$ cat config.mk
export PLATFORM = sky130hd
export DESIGN_NAME = life_rule_generation_step
export DESIGN_NICKNAME = d
export VERILOG_FILES = /design/src/hdl/lrgs_pkg.sv /design/src/hdl/lrgs_cell.sv /design/src/hdl/lrgs_linebuf.sv /design/src/hdl/lrgs_outq.sv /design/src/hdl/life_rule_generation_step.sv
export SDC_FILE = /design/constraint.sdc
export NUM_CORES = 1
export LEC_CHECK = 0
export BUFFER_PORTS_ARGS = -buffer_cell sky130_fd_sc_hd__buf_2
export CELL_PAD_IN_SITES_DETAIL_PLACEMENT = 2
export CELL_PAD_IN_SITES_GLOBAL_PLACEMENT = 2
export CORE_MARGIN = 4
export CORE_UTILIZATION = 45
export CTS_CLUSTER_SIZE = 25
export DETAILED_ROUTE_END_ITERATION = 8
export PLACE_DENSITY_LB_ADDON = 0.1
export SYNTH_ARGS = -nofsm -noshare
export SYNTH_HDL_FRONTEND = slang
export SYNTH_SLANG_ARGS = --single-unit
$ cat constraint.sdc
create_clock -name clk -period 11.67 [get_ports clk]
set_clock_uncertainty 0.05 [all_clocks]
set_input_delay 1.167 -clock clk [delete_from_list [all_inputs] [get_ports clk]]
set_output_delay 1.167 -clock clk [all_outputs]
set_load 0.05 [all_outputs]
$ cat src/hdl/lrgs_pkg.sv
// shared types, constants and helpers for the life rule generation step
package lrgs_pkg;

  localparam int CFG_DIM_W  = 9;
  localparam int CFG_CNT_W  = 4;
  localparam int CFG_IDX_W  = 3;
  localparam int CFG_DATA_W = 9;

  localparam logic [CFG_IDX_W-1:0] REG_GRID_WIDTH  = 3'd0;
  localparam logic [CFG_IDX_W-1:0] REG_GRID_HEIGHT = 3'd1;
  localparam logic [CFG_IDX_W-1:0] REG_LIVE_MIN    = 3'd2;
  localparam logic [CFG_IDX_W-1:0] REG_LIVE_MAX    = 3'd3;
  localparam logic [CFG_IDX_W-1:0] REG_BREED_MIN   = 3'd4;
  localparam logic [CFG_IDX_W-1:0] REG_BREED_MAX   = 3'd5;

  localparam logic [CFG_DIM_W-1:0] RST_GRID_WIDTH  = 9'd256;
  localparam logic [CFG_DIM_W-1:0] RST_GRID_HEIGHT = 9'd256;
  localparam logic [CFG_CNT_W-1:0] RST_LIVE_MIN    = 4'd2;
  localparam logic [CFG_CNT_W-1:0] RST_LIVE_MAX    = 4'd3;
  localparam logic [CFG_CNT_W-1:0] RST_BREED_MIN   = 4'd3;
  localparam logic [CFG_CNT_W-1:0] RST_BREED_MAX   = 4'd3;

  localparam int MAX_WIDTH_DEF  = 256;
  localparam int MAX_HEIGHT_DEF = 256;

  // one window column: {bottom, middle, top}
  localparam int COL_W = 3;
  // line buffer entry: {upper row, middle row}
  localparam int LB_W = 2;
  localparam int OQ_DEPTH = 4;

  typedef struct packed {
    logic next_alive;
    logic frame_last;
  } result_t;

  function automatic logic [1:0] ones3(input logic [COL_W-1:0] v);
    ones3 = {1'b0, v[0]} + {1'b0, v[1]} + {1'b0, v[2]};
  endfunction

endpackage

$ cat src/hdl/lrgs_cell.sv
// window cell: holds one 3-bit column and passes it to its left neighbour
module lrgs_cell (
  input  logic                     clk,
  input  logic                     rst_n,
  input  logic                     shift,
  input  logic                     clear,
  input  logic [lrgs_pkg::COL_W-1:0] col_in,
  output logic [lrgs_pkg::COL_W-1:0] col_q
);

  logic [lrgs_pkg::COL_W-1:0] col_r;

  always_ff @(posedge clk) begin
    if (!rst_n) begin
      col_r <= '0;
    end else if (shift) begin
      col_r <= clear ? '0 : col_in;
    end
  end

  assign col_q = col_r;

endmodule

$ cat src/hdl/lrgs_linebuf.sv
// two-row line buffer with read forwarding and a clearing pass after reset
module lrgs_linebuf #(
  parameter int DEPTH = lrgs_pkg::MAX_WIDTH_DEF
) (
  input  logic                       clk,
  input  logic                       rst_n,
  input  logic                       rd_en,
  input  logic [$clog2(DEPTH)-1:0]   rd_addr,
  output logic [lrgs_pkg::LB_W-1:0]  rd_data,
  input  logic                       wr_en,
  input  logic [$clog2(DEPTH)-1:0]   wr_addr,
  input  logic [lrgs_pkg::LB_W-1:0]  wr_data,
  output logic                       busy
);

  localparam int AW = $clog2(DEPTH);

  logic [lrgs_pkg::LB_W-1:0] mem [DEPTH];
  logic [lrgs_pkg::LB_W-1:0] mem_q_r;
  logic                      fwd_r;
  logic [lrgs_pkg::LB_W-1:0] fwd_data_r;
  logic                      clr_busy_r;
  logic [AW-1:0]             clr_idx_r;

  logic                      we;
  logic [AW-1:0]             wa;
  logic [lrgs_pkg::LB_W-1:0] wd;

  assign we = clr_busy_r || wr_en;
  assign wa = clr_busy_r ? clr_idx_r : wr_addr;
  assign wd = clr_busy_r ? '0 : wr_data;

  always_ff @(posedge clk) begin
    if (we) begin
      mem[wa] <= wd;
    end
    if (rd_en) begin
      mem_q_r    <= mem[rd_addr];
      // entry being written this cycle is not yet visible in the array
      fwd_r      <= wr_en && (wr_addr == rd_addr);
      fwd_data_r <= wr_data;
    end
  end

  always_ff @(posedge clk) begin
    if (!rst_n) begin
      clr_busy_r <= 1'b1;
      clr_idx_r  <= '0;
    end else if (clr_busy_r) begin
      clr_idx_r <= clr_idx_r + AW'(1);
      if (clr_idx_r == AW'(DEPTH - 1)) begin
        clr_busy_r <= 1'b0;
      end
    end
  end

  assign rd_data = fwd_r ? fwd_data_r : mem_q_r;
  assign busy    = clr_busy_r;

endmodule

$ cat src/hdl/lrgs_outq.sv
// small result queue that decouples the output stall from the pipeline
module lrgs_outq #(
  parameter int DEPTH = lrgs_pkg::OQ_DEPTH
) (
  input  logic                       clk,
  input  logic                       rst_n,
  input  logic                       push,
  input  lrgs_pkg::result_t          push_data,
  input  logic                       pop_stall,
  output logic                       head_valid,
  output lrgs_pkg::result_t          head_data,
  output logic [$clog2(DEPTH+1)-1:0] count
);

  localparam int CW = $clog2(DEPTH + 1);

  lrgs_pkg::result_t q_r   [DEPTH];
  lrgs_pkg::result_t q_nxt [DEPTH];
  logic [CW-1:0]     cnt_r;
  logic [CW-1:0]     cnt_nxt;
  logic              pop;
  logic [CW-1:0]     wr_idx;

  assign pop    = (cnt_r != '0) && !pop_stall;
  assign wr_idx = cnt_r - CW'(pop);

  always_comb begin
    for (int i = 0; i < DEPTH; i++) begin
      if (pop && (i + 1 < DEPTH)) begin
        q_nxt[i] = q_r[(i + 1 < DEPTH) ? i + 1 : i];
      end else begin
        q_nxt[i] = q_r[i];
      end
      if (push && (wr_idx == CW'(i))) begin
        q_nxt[i] = push_data;
      end
    end
    cnt_nxt = cnt_r + CW'(push) - CW'(pop);
  end

  always_ff @(posedge clk) begin
    for (int i = 0; i < DEPTH; i++) begin
      q_r[i] <= q_nxt[i];
    end
  end

  always_ff @(posedge clk) begin
    if (!rst_n) begin
      cnt_r <= '0;
    end else begin
      cnt_r <= cnt_nxt;
    end
  end

  assign head_valid = (cnt_r != '0);
  assign head_data  = q_r[0];
  assign count      = cnt_r;

endmodule

$ cat src/hdl/life_rule_generation_step.sv
// life rule generation step: one cell per cycle in while in_stall is low; next states
// leave through stage 1, stage 2 and the result queue after acceptance
// throughput: one cell per unstalled cycle, set by the line buffer read/write with forwarding
// reset: config returns to 256x256, survive 2..3, born 3; the line buffer then clears all
// MAX_WIDTH entries with in_stall held high, configuration writes still taken
module life_rule_generation_step #(
  parameter int MAX_WIDTH  = lrgs_pkg::MAX_WIDTH_DEF,
  parameter int MAX_HEIGHT = lrgs_pkg::MAX_HEIGHT_DEF
) (
  input  logic                              clk,
  input  logic                              rst_n,
  input  logic                              in_valid,
  output logic                              in_stall,
  input  logic                              in_cell_alive,
  output logic                              out_valid,
  input  logic                              out_stall,
  output logic                              out_next_alive,
  output logic                              out_frame_last,
  input  logic                              cfg_we,
  input  logic [lrgs_pkg::CFG_IDX_W-1:0]    cfg_index,
  input  logic [lrgs_pkg::CFG_DATA_W-1:0]   cfg_wdata
);

  localparam int CPW = $clog2(MAX_WIDTH);
  localparam int RPW = $clog2(MAX_HEIGHT + 2);
  localparam int WCW = ($clog2(MAX_WIDTH + 1) > lrgs_pkg::CFG_DIM_W) ?
                       $clog2(MAX_WIDTH + 1) : lrgs_pkg::CFG_DIM_W;
  localparam int HCW = ($clog2(MAX_HEIGHT + 2) > lrgs_pkg::CFG_DIM_W) ?
                       $clog2(MAX_HEIGHT + 2) : lrgs_pkg::CFG_DIM_W;
  localparam int QCW = $clog2(lrgs_pkg::OQ_DEPTH + 1);
  localparam int QSW = QCW + 1;
  localparam int CNW = lrgs_pkg::CFG_CNT_W;

  typedef struct packed {
    logic bit_alive;
    logic top_en;
    logic mid_en;
    logic emit;
    logic last;
    logic col_zero;
  } s1_flags_t;

  // configuration
  logic [lrgs_pkg::CFG_DIM_W-1:0] grid_width_r;
  logic [lrgs_pkg::CFG_DIM_W-1:0] grid_height_r;
  logic [CNW-1:0]                 live_min_r;
  logic [CNW-1:0]                 live_max_r;
  logic [CNW-1:0]                 breed_min_r;
  logic [CNW-1:0]                 breed_max_r;

  always_ff @(posedge clk) begin
    if (!rst_n) begin
      grid_width_r  <= lrgs_pkg::RST_GRID_WIDTH;
      grid_height_r <= lrgs_pkg::RST_GRID_HEIGHT;
      live_min_r    <= lrgs_pkg::RST_LIVE_MIN;
      live_max_r    <= lrgs_pkg::RST_LIVE_MAX;
      breed_min_r   <= lrgs_pkg::RST_BREED_MIN;
      breed_max_r   <= lrgs_pkg::RST_BREED_MAX;
    end else if (cfg_we) begin
      unique case (cfg_index)
        lrgs_pkg::REG_GRID_WIDTH:  grid_width_r  <= cfg_wdata;
        lrgs_pkg::REG_GRID_HEIGHT: grid_height_r <= cfg_wdata;
        lrgs_pkg::REG_LIVE_MIN:    live_min_r    <= cfg_wdata[CNW-1:0];
        lrgs_pkg::REG_LIVE_MAX:    live_max_r    <= cfg_wdata[CNW-1:0];
        lrgs_pkg::REG_BREED_MIN:   breed_min_r   <= cfg_wdata[CNW-1:0];
        lrgs_pkg::REG_BREED_MAX:   breed_max_r   <= cfg_wdata[CNW-1:0];
        default: ;
      endcase
    end
  end

  // geometry in use
  logic [WCW-1:0] gw_ext;
  logic [WCW-1:0] wc;
  logic [HCW-1:0] gh_ext;
  logic [HCW-1:0] hc;
  logic [HCW-1:0] hp1;

  always_comb begin
    gw_ext = WCW'(grid_width_r);
    gh_ext = HCW'(grid_height_r);
    if (grid_width_r == '0) begin
      wc = WCW'(1);
    end else if (gw_ext > WCW'(MAX_WIDTH)) begin
      wc = WCW'(MAX_WIDTH);
    end else begin
      wc = gw_ext;
    end
    if (grid_height_r == '0) begin
      hc = HCW'(1);
    end else if (gh_ext > HCW'(MAX_HEIGHT)) begin
      hc = HCW'(MAX_HEIGHT);
    end else begin
      hc = gh_ext;
    end
    hp1 = hc + HCW'(1);
  end

  // raster position and request acceptance
  logic [CPW-1:0] col_pos_r;
  logic [CPW-1:0] col_pos_nxt;
  logic [RPW-1:0] row_pos_r;
  logic [RPW-1:0] row_pos_nxt;
  logic [CPW-1:0] c_eff;
  logic [RPW-1:0] r_eff;
  logic [HCW-1:0] r_ext;
  logic           restart;
  logic           accept;
  s1_flags_t      acc_flags;

  logic           lb_busy;
  logic [QCW-1:0] oq_count;
  logic           s1_valid_r;
  logic           s2_valid_r;
  logic [QSW-1:0] in_flight;

  assign in_flight = QSW'(oq_count) + QSW'(s1_valid_r) + QSW'(s2_valid_r);
  assign in_stall  = lb_busy || (in_flight >= QSW'(lrgs_pkg::OQ_DEPTH));
  assign accept    = in_valid && !in_stall;

  always_comb begin
    // a position outside the frame plus padding restarts the frame
    restart = (WCW'(col_pos_r) >= wc) || (HCW'(row_pos_r) > hp1) ||
              ((HCW'(row_pos_r) == hp1) && (col_pos_r != '0));
    c_eff = restart ? '0 : col_pos_r;
    r_eff = restart ? '0 : row_pos_r;
    r_ext = HCW'(r_eff);

    acc_flags.bit_alive = (r_ext < hc) && in_cell_alive;
    acc_flags.top_en    = (r_eff >= RPW'(2));
    acc_flags.mid_en    = (r_eff >= RPW'(1)) && (r_ext <= hc);
    acc_flags.col_zero  = (c_eff == '0);
    acc_flags.emit      = acc_flags.col_zero ? (r_eff >= RPW'(2)) : (r_eff >= RPW'(1));
    acc_flags.last      = acc_flags.col_zero && (r_ext == hp1);

    if (r_ext == hp1) begin
      col_pos_nxt = '0;
      row_pos_nxt = '0;
    end else if ((WCW'(c_eff) + WCW'(1)) >= wc) begin
      col_pos_nxt = '0;
      row_pos_nxt = r_eff + RPW'(1);
    end else begin
      col_pos_nxt = c_eff + CPW'(1);
      row_pos_nxt = r_eff;
    end
  end

  always_ff @(posedge clk) begin
    if (!rst_n) begin
      col_pos_r <= '0;
      row_pos_r <= '0;
    end else if (accept) begin
      col_pos_r <= col_pos_nxt;
      row_pos_r <= row_pos_nxt;
    end
  end

  // stage 1: line buffer data back, build the new column
  s1_flags_t                 s1_r;
  logic [CPW-1:0]            s1_col_r;
  logic [lrgs_pkg::LB_W-1:0] lb_rd_data;
  logic [lrgs_pkg::LB_W-1:0] lb_wr_data;
  logic [lrgs_pkg::COL_W-1:0] new_col;

  always_ff @(posedge clk) begin
    if (!rst_n) begin
      s1_valid_r <= 1'b0;
    end else begin
      s1_valid_r <= accept;
    end
  end

  always_ff @(posedge clk) begin
    if (accept) begin
      s1_r     <= acc_flags;
      s1_col_r <= c_eff;
    end
  end

  lrgs_linebuf #(
    .DEPTH (MAX_WIDTH)
  ) u_linebuf (
    .clk     (clk),
    .rst_n   (rst_n),
    .rd_en   (accept),
    .rd_addr (c_eff),
    .rd_data (lb_rd_data),
    .wr_en   (s1_valid_r),
    .wr_addr (s1_col_r),
    .wr_data (lb_wr_data),
    .busy    (lb_busy)
  );

  // upper row takes the old middle bit unmasked, middle row takes the new cell
  assign lb_wr_data = {lb_rd_data[0], s1_r.bit_alive};
  assign new_col    = {s1_r.bit_alive,
                       s1_r.mid_en && lb_rd_data[0],
                       s1_r.top_en && lb_rd_data[1]};

  // window cells, shifted once per request
  logic                       prev_cz_r;
  logic [lrgs_pkg::COL_W-1:0] win0_q;
  logic [lrgs_pkg::COL_W-1:0] win1_q;
  logic [lrgs_pkg::COL_W-1:0] win2_q;

  always_ff @(posedge clk) begin
    if (!rst_n) begin
      prev_cz_r <= 1'b0;
    end else if (s1_valid_r) begin
      prev_cz_r <= s1_r.col_zero;
    end
  end

  // the left column is dead on the second cell of a row
  lrgs_cell u_cell0 (
    .clk    (clk),
    .rst_n  (rst_n),
    .shift  (s1_valid_r),
    .clear  (prev_cz_r),
    .col_in (win1_q),
    .col_q  (win0_q)
  );

  lrgs_cell u_cell1 (
    .clk    (clk),
    .rst_n  (rst_n),
    .shift  (s1_valid_r),
    .clear  (1'b0),
    .col_in (win2_q),
    .col_q  (win1_q)
  );

  lrgs_cell u_cell2 (
    .clk    (clk),
    .rst_n  (rst_n),
    .shift  (s1_valid_r),
    .clear  (1'b0),
    .col_in (new_col),
    .col_q  (win2_q)
  );

  // stage 2: neighbour count and rule
  logic                       s2_emit_r;
  logic                       s2_last_r;
  logic                       s2_cz_r;
  logic [lrgs_pkg::COL_W-1:0] right_col;
  logic                       center;
  logic [CNW-1:0]             ncount;
  logic                       next_state;
  lrgs_pkg::result_t          res;

  always_ff @(posedge clk) begin
    if (!rst_n) begin
      s2_valid_r <= 1'b0;
    end else begin
      s2_valid_r <= s1_valid_r;
    end
  end

  always_ff @(posedge clk) begin
    if (s1_valid_r) begin
      s2_emit_r <= s1_r.emit;
      s2_last_r <= s1_r.last;
      s2_cz_r   <= s1_r.col_zero;
    end
  end

  always_comb begin
    // first column of a row closes the previous row: right neighbour is outside
    right_col = s2_cz_r ? '0 : win2_q;
    center    = win1_q[1];
    ncount    = CNW'(lrgs_pkg::ones3(win0_q)) + CNW'(lrgs_pkg::ones3(win1_q)) +
                CNW'(lrgs_pkg::ones3(right_col)) - CNW'(center);
    if (center) begin
      next_state = (ncount >= live_min_r) && (ncount <= live_max_r);
    end else begin
      next_state = (ncount >= breed_min_r) && (ncount <= breed_max_r);
    end
    res.next_alive = next_state;
    res.frame_last = s2_last_r;
  end

  lrgs_pkg::result_t head;

  lrgs_outq #(
    .DEPTH (lrgs_pkg::OQ_DEPTH)
  ) u_outq (
    .clk        (clk),
    .rst_n      (rst_n),
    .push       (s2_valid_r && s2_emit_r),
    .push_data  (res),
    .pop_stall  (out_stall),
    .head_valid (out_valid),
    .head_data  (head),
    .count      (oq_count)
  );

  assign out_next_alive = head.next_alive;
  assign out_frame_last = head.frame_last;

endmodule

==> results of run 1 <==
-- cells by family (layout without fill, tap and decap cells) --
kind of cell / after synthesis / count (layout) / synth area share [%]
simple gates: 769 / 769 / 12.1
flops: 617 / 617 / 63.5
compound gates: 383 / 383 / 9.45
buf+inv: 202 / 262 / 2.87
mux: 168 / 168 / 7.50
fa+ha+maj: 74 / 74 / 3.50
xor+xnor: 33 / 33 / 1.08
other cells: 0 / 2 / 0
-- per-layer routing --
metal,vias to the layer above,GRT usage [%]
met5,-,0
met4,0,11.4
met3,240,4.81
met2,735,51.6
met1,10167,36.2
li1,8375,-
-- synthesized netlist by cell type, types with 10 or more instances --
master / count / share of area, %
a2111oi_0: 12 / 0.38
a211oi_1: 15 / 0.40
a21o_1: 10 / 0.27
a21oi_1: 115 / 2.1
a221oi_1: 15 / 0.47
a31oi_1: 16 / 0.36
and2_1: 10 / 0.22
buf_1: 17 / 0.23
buf_2: 23 / 0.41
clkbuf_1: 89 / 1.2
dfxtp_1: 75 / 5.4
edfxtp_1: 542 / 58
ha_1: 67 / 3.0
inv_1: 64 / 0.86
mux2_2: 29 / 1.2
mux2i_1: 107 / 3.8
mux4_2: 30 / 2.4
nand2_1: 171 / 2.3
nand2b_1: 21 / 0.47
nand3_1: 40 / 0.72
nand4_1: 12 / 0.27
nor2_1: 398 / 5.3
nor2b_1: 13 / 0.29
nor3_1: 40 / 0.72
nor4_1: 10 / 0.22
o211ai_1: 41 / 1.1
o21ai_0: 40 / 0.72
o22ai_1: 25 / 0.56
o32ai_1: 13 / 0.41
xnor2_1: 22 / 0.69
xor2_1: 10 / 0.31
-- worst min-delay path by stage --
stage	startpoint	end	cells past startpoint
final	live_max_r[1]	live_max_r[1]	2
after global routing	grid_width_r[2]	grid_width_r[2]	2
after CTS	breed_max_r[1]	breed_max_r[1]	2
after detailed placement	breed_max_r[1]	breed_max_r[1]	2
after global placement	live_max_r[1]	live_max_r[1]	2
after floorplan	s1_r[2]	s2_emit_r	0
-- where the power goes --
group          internal (mW)  switching, mW
clock network           1.21          0.928
logic                 0.0546          0.126
registers               2.39         0.0141
total                   3.65           1.07
-- tightest hold or removal path: stages (launching register included) --
cell and delay (ps):
dfxtp_1 330, mux2i_1 70, nand2_1 60
-- cell usage in the layout, fill, tap and decap left out, types with 40 or more instances in the layout --
cell type / netlist / layout
nor2_1: 398 / 398
o21ai_0: 40 / 40
nand2_1: 171 / 170
nand3_1: 40 / 40
o211ai_1: 41 / 41
dfxtp_1: 75 / 73
ha_1: 67 / 67
a21oi_1: 115 / 115
mux2i_1: 107 / 107
inv_1: 64 / 64
clkbuf_16: 0 / 69
edfxtp_1: 542 / 542
buf_4: 0 / 42
-- flip-flops by register name (all words and copies together), names as in the netlist, 5 cells and up --
signal,flops
u_outq.q_r,8
u_linebuf.mem,512
s1_r,5
u_linebuf.clr_idx_r,8
s1_col_r,8
gh_ext,9
row_pos_r,9
col_pos_r,8
grid_width_r,9
-- final cells by class --
class	count	area, um^2	share of cell area [%]
multi-input cells	1427	9450	30.3
clock buffers	88	1840	5.89
clock inverters	37	308	0.987
diodes	2	5.00	0.0161
flip-flops and latches	617	17800	57.0
repair buffers	66	480	1.54
inverters	71	267	0.855
well taps	837	1050	3.36
==> metrics.txt, run 1 <==
number of CTS-inserted buffers=69; # setup viols final=0; Sink Count=617; CP max stage cell=or4b_1; main flop type after synthesis=edfxtp_1; outcome=finished clean; IO Count=22; Max Fclk=138 MHz; total power=4.71 mW; All-Layer GR Usage=29.3%; Post-synth EDFFs=542; first-pass GRT wire length=145,000 um; initial antenna violation count=3; Crit path arrival time=7690 ps; FF-to-FF path depth=25; CP Class=register to register; Slew Viols, Final=0; DR pass1 iterations=5; Critical R2R Capture=row_pos_r[8]; Final GP Congestion=0.855; final core utilization=50.6%; WL met2=roughly 50,000 um; critical path endpoint category=register; Design Area, Final=about 31,000 um^2; min Tclk post-route=roughly 7200 ps; crit path capture=row_pos_r[8]; post-synthesis register bit count=617; dpl hpwl=61,000 um; die area=66,300 um^2; Setup TNS=0 ps; post-CTS setup buffer count=0; PwrDens=151 nW/um^2; Mapped Cells=2,246; final worst path period share=62.0%; FP Rows=91; initial DRC count=1,931; CP Depth=25; CP max FO=22; Max stage delay on crit path=710 ps; Post-Route Hold Slack=431 ps; final hold vios=0; syn_area_per_cell=12.5 um^2; Setup crit start=gh_ext[4]; Die X=between 200 and 300 um; Starting Density=a little under half; Worst Hold Class=register to register; worst skew pair latency=620 ps; mapped cell area=28,000 um^2; DRC viols=0; Crit path max-delay family=simple AND/OR/NAND/NOR gates; vias in the first global route=between 20,000 and 25,000; Routed met1 length=around 38,000 um; post_cts resized=0; required time worst endpoint=12,120 ps; maximum vdd ir drop=about 120 uV; RSZ-0062 raised after global routing=no; most common cell type on the critical path=a21oi_1; non-filler cells, final=between 3,000 and 4,000; Root Driver=clkbuf_16; H-tree Lvls=3; largest net degree at the start of global routing=257; startpoint type of the worst setup path=register; Fillers=5,848; placed inst area=29,000 um^2; clk buf depth=3; final antenna-violating net count=0; share of layout cells above drive strength 1=10.8%; sequential fraction of the synthesis area=63.5%; Netlist cell types=90; dpl cells=approximately 3,000; syn_nets=2,338; Warnings, synthesis=0; nets=2,344; Worst R2R Start=gh_ext[4]; Max-cap violations=0; Static Leak=about 8.9 nW; Clk pin slew, worst setup/hold paths=60 ps; pre-CTS setup slack=4530 ps; CTS tree=done; Port-buffer cells=21; Via density=6.21; asr flop ratio synth=0%; Final WS setup=between 4000 and 5000 ps; P&R area growth vs syn=11.4%; Slew headroom=0.274%; metal3 WL=a little under 6000 um; Core Box Area=61,600 um^2; DR WL/cell=approximately 31 um; Top Metal Used=met4; r2r setup slk=4430 ps; Slew @ Worst Pin=1500 ps; die height=257 um; total gr overflow=0; final wirelength=97,900 um; worst path bufs/invs=1; Post-CTS Hold Buffers=0; DR vias=19,517
No activity file was read; power rests on OpenSTA's default activity.
==> inputs of run 2 (changes only) <==
--- a/config.mk
+++ b/config.mk
@@ -5,11 +5,12 @@
 export SDC_FILE = /design/constraint.sdc
 export NUM_CORES = 1
 export LEC_CHECK = 0
+export ABC_AREA = 1
 export BUFFER_PORTS_ARGS = -buffer_cell sky130_fd_sc_hd__buf_2
 export CELL_PAD_IN_SITES_DETAIL_PLACEMENT = 2
 export CELL_PAD_IN_SITES_GLOBAL_PLACEMENT = 2
 export CORE_MARGIN = 4
-export CORE_UTILIZATION = 45
+export CORE_UTILIZATION = 41
 export CTS_CLUSTER_SIZE = 25
 export DETAILED_ROUTE_END_ITERATION = 8
 export PLACE_DENSITY_LB_ADDON = 0.1
==> constraint.sdc (replaced) <==
create_clock -name clk -period 6.7 [get_ports clk]
set_clock_uncertainty 0.05 [all_clocks]
set_input_delay 0.67 -clock clk [delete_from_list [all_inputs] [get_ports clk]]
set_output_delay 0.67 -clock clk [all_outputs]
set_load 0.05 [all_outputs]
==> run 2 against run 1 <==
  * Global-route usage is 3.2 points lower
  * Wire length increased by 6.1%
  * Largest cell class unchanged
  * Cell area up 7.7%
  * Area after synthesis is 9.2% higher
  * Clock power rose by 78%
  * Die area increased by 19%
  * Hold slack got worse by 140 ps
  * Sequential share of layout area is 4.1 points lower
  * Highest routed layer unchanged
==> metrics.txt, run 2 <==
outcome=finished clean; Static Leak=14.0 nW; Max-cap violations=0; post-synthesis register bit count=617; # setup viols final=0; worst skew pair latency=640 ps; CP max FO=11; Commonest cells post-synth=542 x edfxtp_1, 542 x inv_1, 533 x nand2_1, 459 x nand3_1, 425 x nor2_1; pre-CTS setup slack=251 ps; Design Area, Final=roughly 34,000 um^2; post-synthesis compound-gate area fraction=3.71%; Max stage delay on crit path=around 360 ps; initial DRC count=between 1,000 and 1,500; Starting Density=41.6%; share of layout cells above drive strength 1=6.47%; Fillers=just under 8,000; max FFs per register=512; non-filler cells, final=4,266; Netlist cell types=54; Final WS setup=391 ps; most common cell type on the critical path=nand2_1; top post-synthesis cells by area=edfxtp_1 53%, nand3_1 7.5%, inv_1 6.7%; CP Class=register to register; FP Rows=99; area share of the leading cell type in the synthesized netlist=a little over half; most frequent cells in the layout=542 x edfxtp_1, 541 x inv_1, 522 x nand2_1; DR vias=23,900; Port-buffer cells=21; die area=just under 80,000 um^2; cell taking the most area after synthesis=edfxtp_1; dpl cells=4,132; Ant. Diodes=0; most common cell after layout, fill and taps aside=edfxtp_1; Max Fclk=159 MHz; syn_area_per_cell=9.21 um^2; Slew headroom=18.3%; crit path capture=row_pos_r[8]; Root Driver=clkbuf_16; Die X=281 um; Setup crit start=gh_ext[4]; CP max stage cell=or3_1; DR pass1 iterations=7; Sink Count=617; dpl hpwl=between 50,000 and 60,000 um; DRC viols=0; Core Box Area=73,500 um^2; sequential fraction of the synthesis area=58.2%; CTS tree=done; simple-gate portion of the synthesized area=roughly a quarter; clk buf depth=3; Post-synth EDFFs=542; critical path endpoint category=register; required time worst endpoint=7110 ps; mapped cell area=30,600 um^2; Mapped Cells=approximately 3,300; nets=3,348; P&R area growth vs syn=9.91%; startpoint type of the worst setup path=register; multi-input logic area=9850 um^2; Final GP Congestion=between 0.8 and 0.9; vias in the first global route=around 26,000; main flop type after synthesis=edfxtp_1; number of CTS-inserted buffers=72; main combinational cell family by area after synthesis=simple AND/OR/NAND/NOR gates; post-synthesis adder-cell area fraction=under 10%; IO Count=22; Worst Hold Class=primary input to register; die height=281 um; Warnings, synthesis=0; Critical R2R Capture=row_pos_r[8]; Crit path arrival time=6710 ps; final hold vios=0; H-tree Lvls=3; Slew Viols, Final=0; final antenna-violating net count=0; largest net degree at the start of global routing=~200; FF-to-FF path depth=38; All-Layer GR Usage=26.1%; Via density=5.60; Worst R2R Start=gh_ext[4]; syn_nets=3,411; asr flop ratio synth=0%; Post-CTS Hold Buffers=0; maximum vdd ir drop=207 uV; placed inst area=~31,000 um^2; final core utilization=between 40% and 50%; total gr overflow=0; final wirelength=104,000 um; final worst path period share=94.2%; min Tclk post-route=between 6000 and 7000 ps; first-pass GRT wire length=157,000 um; register area=between 15,000 and 20,000 um^2; multiplexer share of the synthesized area=0.0328%; Biggest register=u_linebuf.mem; PwrDens=246 nW/um^2; Post-Synth XOR/XNOR Area=less than 1%; DR WL/cell=24.3 um; initial antenna violation count=1; Clk pin slew, worst setup/hold paths=60 ps; Slew @ Worst Pin=between 1000 and 1500 ps; r2r setup slk=slightly below 400 ps
run 2: cell types whose count changed after synthesis, moves of 27 or more:
| cell | change |
|---|---|
| nor2_1 | +27 |
| mux2_2 | -29 |
| nand2_1 | +362 |
| inv_1 | +478 |
| nand4_1 | +161 |
| o21ai_0 | +40 |
| a21oi_1 | -46 |
| nand3_1 | +419 |
| buf_2 | +61 |
| mux2i_1 | -106 |
| mux4_2 | -30 |
run 2: routing by layer:
metal | part of all wire, % | GRT usage, %
met4 | 3.5 | 8.86
met2 | 51 | 47.5
met3 | 3.9 | 3.54
met5 | 0 | 0
met1 | 41 | 31.9
run 2: cells by family (layout without fill, tap and decap cells):
| group | Yosys count | after routing |
|---|---|---|
| muxes | 1 | 1 |
| and+or+nand+nor | 1654 | 1654 |
| adders and majority gates | 74 | 74 |
| AOI/OAI and AO/OA | 202 | 202 |
| DFF | 617 | 617 |
| xor gates and xnor gates | 22 | 22 |
| buffers and inverters | 749 | 737 |
run 2: where the power goes:
group | internal, mW | total, mW | switching (mW) | leakage (nW)
Clock | 2.14 | 3.80 | 1.66 | 1.08
Combinational | 0.0751 | 0.294 | 0.219 | 7.50
Sequential | 4.15 | 4.17 | 0.0161 | 5.39
Total | 6.37 | 8.26 | 1.89 | 14.0
run 2: layout make-up:
type	instances	area share [%]
Tap cell	959	3.57
Multi-Input combinational cell	1953	29.3
Clock inverter	28	0.823
Timing Repair Buffer	57	1.30
Sequential cell	617	52.9
Clock buffer	97	5.82
Inverter	555	6.22
run 2: how the worst min path moves through the flow:
stage,startpoint,depth (start not counted),end,slack [ps]
2_1_floorplan,s1_r[2],0,s2_emit_r,350
3_3_place_gp,s1_r[2],0,s2_emit_r,360
3_5_place_dp,s1_r[1],0,s2_last_r,360
4_1_cts,cfg_wdata[4],3,grid_width_r[4],260
5_1_grt,cfg_wdata[6],3,grid_width_r[6],290
6_report,cfg_wdata[4],3,grid_width_r[4],290
run 2: worst max-delay path: cells and delay by family, from the launching register on:
family / cells / cell delay (ps)
AOI/OAI and AO/OA: 2 / 280
buffers and inverters: 7 / 990
and+or+nand+nor: 24 / 3170
adders and majority gates: 3 / 880
xor gates and xnor gates: 2 / 420
DFF: 1 / 330
run 2: metrics by stage:
| step | setup TNS, ps | total power, mW | hold WS [ps] |
|---|---|---|---|
| after floorplan | 0 | 4.44 | 350 |
| after global placement | 0 | 4.52 | 361 |
| after detailed placement | 0 | 4.54 | 363 |
| after CTS | 0 | 8.33 | 262 |
| after global routing | -75.7 | 8.53 | 294 |
| final | 0 | 8.26 | 293 |
run 2: repair_timing:
item                       CTS  global route
setup endpoints to repair    0            13
gates resized for setup      0             4
setup buffers                0             9
